### config.mk
export PLATFORM = sky130hd
export DESIGN_NAME = dma_ring_receive_reader
export DESIGN_NICKNAME = d
export VERILOG_FILES = /design/src/rtl/drr_pkg.sv /design/src/rtl/dma_ring_receive_reader.sv /design/src/rtl/drr_ram.sv
export SDC_FILE = /design/constraint.sdc
export NUM_CORES = 2
export LEC_CHECK = 0
export BUFFER_PORTS_ARGS = -buffer_cell sky130_fd_sc_hd__buf_2
export CORE_ASPECT_RATIO = 1.1
export CORE_UTILIZATION = 50
export DETAILED_ROUTE_END_ITERATION = 7
export HOLD_SLACK_MARGIN = 0.02
export PLACE_DENSITY = 0.64
export SYNTH_ARGS = -nofsm -noshare
export SYNTH_HDL_FRONTEND = slang
export SYNTH_SLANG_ARGS = --single-unit
### constraint.sdc
create_clock -name i_clk -period 25.6 [get_ports i_clk]
set_input_delay 1.28 -clock i_clk [delete_from_list [all_inputs] [get_ports i_clk]]
set_output_delay 1.28 -clock i_clk [all_outputs]
set_load 0.01 [all_outputs]
### src/rtl/drr_pkg.sv
// Shared constants for the receive ring reader: opcodes, field widths, stream layout.
// No dependencies.
package drr_pkg;

    localparam logic [1:0] OP_STORE = 2'd0;
    localparam logic [1:0] OP_WRAP  = 2'd1;
    localparam logic [1:0] OP_POP   = 2'd2;

    localparam int OP_W     = 2;
    localparam int IDX_W    = 8;
    localparam int BYTE_W   = 8;
    localparam int REM_W    = 9;
    localparam int LEVEL_W  = 9;

    localparam int S_DATA_W = 32;
    localparam int S_USER_W = OP_W;
    localparam int M_DATA_W = 32;
    localparam int M_USER_W = 1;

    // passes kept free below the top of the count range before folding
    localparam int RENORM_MARGIN = 10;

endpackage

### src/rtl/dma_ring_receive_reader.sv
// Reader for a receive ring filled by a down-counting DMA. One item is accepted per clock
// while the output is not stalled: it lands in an input register, all count and pointer
// updates are done in one pass from there, and a pop's result (byte read from the ring RAM's
// registered port) lands in the output register. Stores and wrap items give no result. The
// rate is one item per cycle, set by the single read and single write port of the ring RAM
// and the input/output register pair; output backpressure stalls the input register, never
// drops anything. DEPTH must be a power of two. No clearing pass after reset.
module dma_ring_receive_reader #(
    parameter int DEPTH      = 256,
    parameter int COUNT_BITS = 32
) (
    input  logic                          i_clk,
    input  logic                          i_rst_n,
    input  logic                          s_axis_tvalid,
    output logic                          s_axis_tready,
    // [7:0] store_index, [15:8] store_byte, [24:16] dma_remaining, rest zero
    input  logic [drr_pkg::S_DATA_W-1:0]  s_axis_tdata,
    // [1:0] opcode
    input  logic [drr_pkg::S_USER_W-1:0]  s_axis_tuser,
    output logic                          m_axis_tvalid,
    input  logic                          m_axis_tready,
    // [7:0] data_byte, [8] overrun_seen, [17:9] unread_after, [26:18] peak_fill, rest zero
    output logic [drr_pkg::M_DATA_W-1:0]  m_axis_tdata,
    // [0] byte_valid
    output logic [drr_pkg::M_USER_W-1:0]  m_axis_tuser
);
    import drr_pkg::*;

    localparam int CB = COUNT_BITS;
    localparam int DB = $clog2(DEPTH);
    localparam int RW = (REM_W > DB + 1) ? REM_W : DB + 1;
    localparam logic [CB-1:0] LIM      = {CB{1'b1}} >> DB;
    localparam logic [CB-1:0] LOW_MASK = CB'(DEPTH - 1);
    localparam logic [CB-1:0] DEP_C    = CB'(DEPTH);

    // input register
    logic               r_in_valid;
    logic [OP_W-1:0]    r_op;
    logic [IDX_W-1:0]   r_idx;
    logic [BYTE_W-1:0]  r_byte;
    logic [REM_W-1:0]   r_rem;

    // reader state
    logic [CB-1:0]      r_pass;
    logic [CB-1:0]      r_last_pass;
    logic [CB-1:0]      r_rd_count;
    logic [DB-1:0]      r_rd_pos;
    logic               r_overrun;
    logic [DB:0]        r_peak;

    // output register
    logic               r_out_valid;
    logic               r_byte_valid;
    logic [LEVEL_W-1:0] r_unread;
    logic [LEVEL_W-1:0] r_peak_out;
    logic               r_overrun_out;

    logic               adv;
    logic               fire;
    logic               is_pop;
    logic [RW-1:0]      rem_w;
    logic               refuse;
    logic               mid;
    logic               renorm_due;
    logic [CB-1:0]      whole;
    logic [CB-1:0]      pass_n;
    logic [CB-1:0]      rc_n;
    logic [CB-1:0]      head;
    logic [CB-1:0]      wpos;
    logic [CB-1:0]      unread;
    logic               over;
    logic [DB:0]        unread_c;
    logic [CB-1:0]      rc_o;
    logic [DB-1:0]      pos_o;
    logic               has;
    logic               commit;
    logic [BYTE_W-1:0]  rd_data;

    assign adv           = !r_out_valid || m_axis_tready;
    assign s_axis_tready = !r_in_valid || adv;
    assign fire          = r_in_valid && adv;
    assign is_pop        = (r_op == OP_POP);

    always_comb begin
        rem_w  = RW'(r_rem);
        refuse = (r_pass == r_last_pass) && ((rem_w == '0) || (rem_w >= RW'(DEPTH)));
        mid    = (rem_w > RW'(1)) && (rem_w < RW'(DEPTH - 1));

        // fold whole passes out of both counters before the pass count runs out
        renorm_due = (r_pass + CB'(RENORM_MARGIN)) > LIM;
        whole      = r_pass << DB;
        pass_n     = r_pass;
        rc_n       = r_rd_count;
        if (renorm_due) begin
            if (r_rd_count < whole) begin
                pass_n = r_pass - (r_rd_count >> DB);
                rc_n   = r_rd_count & LOW_MASK;
            end else begin
                pass_n = '0;
                rc_n   = r_rd_count - whole;
            end
        end

        head   = DEP_C - CB'(r_rem);
        wpos   = (pass_n << DB) + head;
        unread = wpos - rc_n;
        over   = {1'b0, unread} > (CB + 1)'(DEPTH);

        // overrun: keep only the newest DEPTH bytes
        if (over) begin
            unread_c = (DB + 1)'(DEPTH);
            rc_o     = wpos - DEP_C;
            pos_o    = head[DB-1:0] + DB'(1);
        end else begin
            unread_c = unread[DB:0];
            rc_o     = rc_n;
            pos_o    = r_rd_pos;
        end
        has    = (unread_c != '0);
        commit = fire && is_pop && !refuse;
    end

    drr_ram #(
        .DEPTH (DEPTH),
        .WIDTH (BYTE_W)
    ) u_ram (
        .i_clk     (i_clk),
        .i_wr_en   (fire && (r_op == OP_STORE)),
        .i_wr_addr (DB'(r_idx)),
        .i_wr_data (r_byte),
        .i_rd_en   (fire && is_pop),
        .i_rd_addr (pos_o),
        .o_rd_data (rd_data)
    );

    always_ff @(posedge i_clk) begin
        if (!i_rst_n) begin
            r_in_valid <= 1'b0;
        end else if (s_axis_tready) begin
            r_in_valid <= s_axis_tvalid;
        end
        if (s_axis_tvalid && s_axis_tready) begin
            r_op   <= s_axis_tuser[OP_W-1:0];
            r_idx  <= s_axis_tdata[IDX_W-1:0];
            r_byte <= s_axis_tdata[IDX_W +: BYTE_W];
            r_rem  <= s_axis_tdata[IDX_W + BYTE_W +: REM_W];
        end
    end

    always_ff @(posedge i_clk) begin
        if (!i_rst_n) begin
            r_pass      <= '0;
            r_last_pass <= '0;
            r_rd_count  <= '0;
            r_rd_pos    <= '0;
            r_overrun   <= 1'b0;
            r_peak      <= '0;
        end else if (fire && (r_op == OP_WRAP)) begin
            r_pass <= r_pass + CB'(1);
        end else if (commit) begin
            if (mid) begin
                r_last_pass <= r_pass;
            end
            r_pass     <= pass_n;
            r_rd_count <= has ? rc_o + CB'(1) : rc_o;
            r_rd_pos   <= has ? pos_o + DB'(1) : pos_o;
            if (over) begin
                r_overrun <= 1'b1;
            end
            if (has && (unread_c >= r_peak)) begin
                r_peak <= unread_c;
            end
        end
    end

    always_ff @(posedge i_clk) begin
        if (!i_rst_n) begin
            r_out_valid <= 1'b0;
        end else if (adv) begin
            r_out_valid <= fire && is_pop;
        end
        if (fire && is_pop) begin
            r_byte_valid  <= !refuse && has;
            r_unread      <= (!refuse && has) ? LEVEL_W'(unread_c - (DB + 1)'(1)) : '0;
            r_overrun_out <= r_overrun || (!refuse && over);
            r_peak_out    <= (!refuse && has && (unread_c >= r_peak)) ? LEVEL_W'(unread_c)
                                                                      : LEVEL_W'(r_peak);
        end
    end

    assign m_axis_tvalid = r_out_valid;
    assign m_axis_tuser  = M_USER_W'(r_byte_valid);
    assign m_axis_tdata  = M_DATA_W'({r_peak_out, r_unread, r_overrun_out,
                                      r_byte_valid ? rd_data : {BYTE_W{1'b0}}});

endmodule

### src/rtl/drr_ram.sv
// Ring byte storage: one write port, one registered read port.
// Depends on nothing.
module drr_ram #(
    parameter int DEPTH  = 256,
    parameter int WIDTH  = 8
) (
    input  logic                     i_clk,
    input  logic                     i_wr_en,
    input  logic [$clog2(DEPTH)-1:0] i_wr_addr,
    input  logic [WIDTH-1:0]         i_wr_data,
    input  logic                     i_rd_en,
    input  logic [$clog2(DEPTH)-1:0] i_rd_addr,
    output logic [WIDTH-1:0]         o_rd_data
);

    logic [WIDTH-1:0] r_mem [DEPTH];
    logic [WIDTH-1:0] r_rd_data;

    always_ff @(posedge i_clk) begin
        if (i_wr_en) begin
            r_mem[i_wr_addr] <= i_wr_data;
        end
        if (i_rd_en) begin
            r_rd_data <= r_mem[i_rd_addr];
        end
    end

    assign o_rd_data = r_rd_data;

endmodule

==> results.yml <==
critical_path:
  crit_path_top_delay_cell: "or4_1"
  cp.arrival_ns: 16.92
  start_kind: "flip-flop"
  path_max_fanout: 115
  path_class: "reg -> reg"
  crit_top_cell: "buf_4"
  crit_required_ns: 26.21
  slowest_delay_ns: 0.90
  crit_path_end_kind: "flip-flop"
floorplan:
  start_util: 0.504
  core_um2: 193000
  die_y_um: 465
  die_width_um: 423
  rows: 169
  die-area_um2: 197000
  ios: 73
power_and_ir_drop:
  p_leak_nw: 35.2
  pwr_density_cell_nw_per_um2: 74.7
  finalPower_mw: 7.94
  vdd_drop_max_uv: 62.7
final_layout:
  seqCellArea_um2: 65500
  fillers: 15720
  fin_area_um2: 106000
  final_layout_size_suffix_gt1_frac: 0.0891
  areaGrowthSynthToFinish_pct: 9.11
  final_cells: 10268
  multi_input_area_um2: 28900
  final_nets: 7687
yosys:
  netlist_instances: 7605
  async_flop_share: 0
  synth_top_cell_area_share: 0.648
  synth-edff-count: 2103
  ys_warn_count: 0
  synthFlopType: "edfxtp_1"
  synth_area_um2: 97500
  ys_ff_latch: 2219
  synth_cell_type_count: 115
  synth_seq_area_share: 0.672
  synth_top_cell_by_area: "edfxtp_1"
  syn_area_per_cell_um2: 12.8
  synthTopCellsByArea: "edfxtp_1 (65%), nand2_1 (5.8%), nand3_1 (2.9%), dfxtp_1 (2.4%), mux2i_1 (2.2%)"
sta:
  max_freq_mhz: 61.3
  min_period_over_period: 0.637
  setup_viol: 0
  hold_viol: 0
  worst_pin_slew_ns: 1.28
  skew_ns: 0.0686
  rsz0062_at_grt: "no"
  holdWs_ns: 0.481
  finalMaxSlewViolations: 0
  layout_min_cycle_time_ns: 16.31
  slew_headroom: 0.143
  fin_tns_setup_ns: 0
job:
  drv_cap: 0
route:
  drcViolationCount: 0
  dr.pass1.iters: 8
  wl_mm: 275
  wl_per_cell_um: 26.8
  num_vias: 63419
  drtAntennaViolNets: 0
  drt_iter0_markers: 7759
  avgViaCountPerCell: 6.18
clock_tree:
  cts_hold_buf: 0
  clock_tree.buffer_depth: 3
  h-tree-depth: 4
  cts_setup_buffers: 0
  cts_buffers: 214
  insertion_delay_ns: 0.90
  root_buffer: "clkbuf_16"
  cts_tree: "done"
  clk_pin_slew_worst_paths_ns: 0.06
  numClockSinks: 2219
  cts_resized: 0
global_routing:
  antenna_found_initial: 6
  track_usage: 0.275
  first_global_vias: 60229
  overflow: 0
  grt_start_max_net_pins: 195
  grt_first_pass_wirelength_mm: 403
placement:
  hpwl_mm: 167
  routabilityCongestion: 0.902
  io_buffers: 60
  placed_area_um2: 99400
  dp.cells: 9870
hold_path:
  min_path_type: "reg -> reg"
run_status:
  status: "finished clean"
[cells in the mapped netlist (all sizes together), types with 33 or more instances]
cell type / number
edfxtp: 2103
nand2: 1521
nand3: 569
nor2: 506
buf: 302
a21oi: 260
mux2i: 219
clkbuf: 189
a31oi: 167
o21ai: 140
xnor2: 128
a32oi: 127
inv: 125
ha: 124
dfxtp: 116
nand4: 103
mux4: 100
nor3: 70
and3: 63
a211oi: 61
a21o: 57
xor2: 49
nor4: 45
a22oi: 34
a311oi: 33
[layout make-up]
class | count | area share
repair buffers | 187 | 0.0127
clock buffers | 266 | 0.0529
diodes | 2 | 0.0000471
inverters | 127 | 0.00461
multi-input cells | 4772 | 0.272
clock inverters | 130 | 0.0120
flip-flops and latches | 2219 | 0.616
well taps | 2565 | 0.0302
[sequential cells by signal, summed over array words and instances, names as in the netlist, 9 cells and up]
name / count
r_last_pass: 32
r_peak: 9
r_unread: 9
r_rem: 9
r_rd_count: 32
r_peak_out: 9
u_ram.r_mem: 2048
r_pass: 32
[metal layers]
layer | vias up | part of all wire | GRT usage
li1 | 28205 | - | -
met1 | 31609 | 0.40 | 0.374
met2 | 3045 | 0.47 | 0.440
met3 | 554 | 0.088 | 0.0474
met4 | 6 | 0.044 | 0.116
met5 | - | 0.00014 | 0
[where the power goes]
| group | internal (mW) | total [mW] | leakage, nW | switching, mW |
|---|---|---|---|---|
| clock network | 1.73 | 3.11 | 3.34 | 1.38 |
| logic | 0.233 | 0.848 | 12.0 | 0.615 |
| registers | 3.98 | 3.98 | 19.8 | 0.00653 |
[placed cells by master, fill, tap and decap left out, drive strengths merged, types with 23 or more instances in the layout]
cell,synthesis,layout
nand3,569,569
nand2,1521,1521
dfxtp,116,116
a311oi,33,33
mux2i,219,219
and3,63,63
o211ai,24,24
nor2,506,506
a21oi,260,260
xnor2,128,128
buf,302,187
nor3,70,70
ha,124,124
clkinv,2,101
o21a,23,23
inv,125,134
nor2b,26,26
and2,26,26
nand4,103,103
o31ai,25,25
a32oi,127,127
edfxtp,2103,2103
a21o,57,57
xor2,49,49
clkbuf,189,266
mux4,100,100
a211oi,61,61
nor4,45,45
a22oi,34,34
a31oi,167,167
o21ai,140,140
[stage by stage]
step | setup WS (ns) | utilization
CTS | 9.48 | 0.550
finish | 9.29 | 0.550
detailed placement | 9.49 | 0.515
global placement | 9.73 | 0.515
floorplan | 12.87 | -
global route | 8.52 | 0.550
[path summary, 6_finish.rpt]
path | start | end | slack, ns | depth (start not counted)
worst min register to register | r_overrun | r_overrun | 0.48 | 2
worst max-delay path | r_pass[1] | u_ram.o_rd_data[1] | 9.29 | 47
worst max register to register | r_pass[1] | u_ram.o_rd_data[1] | 9.29 | 47
worst min-delay path | r_overrun | r_overrun | 0.48 | 2
[critical path, delay by kind of cell, from the launching register on]
family | cells | cell delay [ns]
compound gates | 23 | 6.08
fa+ha+maj | 4 | 1.68
buf+inv | 8 | 3.07
flops | 1 | 0.62
mux | 1 | 0.60
simple gates | 11 | 3.56
[cells by family after synthesis]
family                     count (synthesis)  share of synthesized area
AOI/OAI and AO/OA                       1093                     0.0765
muxes                                    337                     0.0484
DFF                                     2219                      0.672
and+or+nand+nor                         3032                      0.137
buffers and inverters                    618                     0.0336
other                                      1                  0.0000385
adders and majority gates                128                     0.0167
xor gates and xnor gates                 177                     0.0163
(Power assumes the default switching activity.)
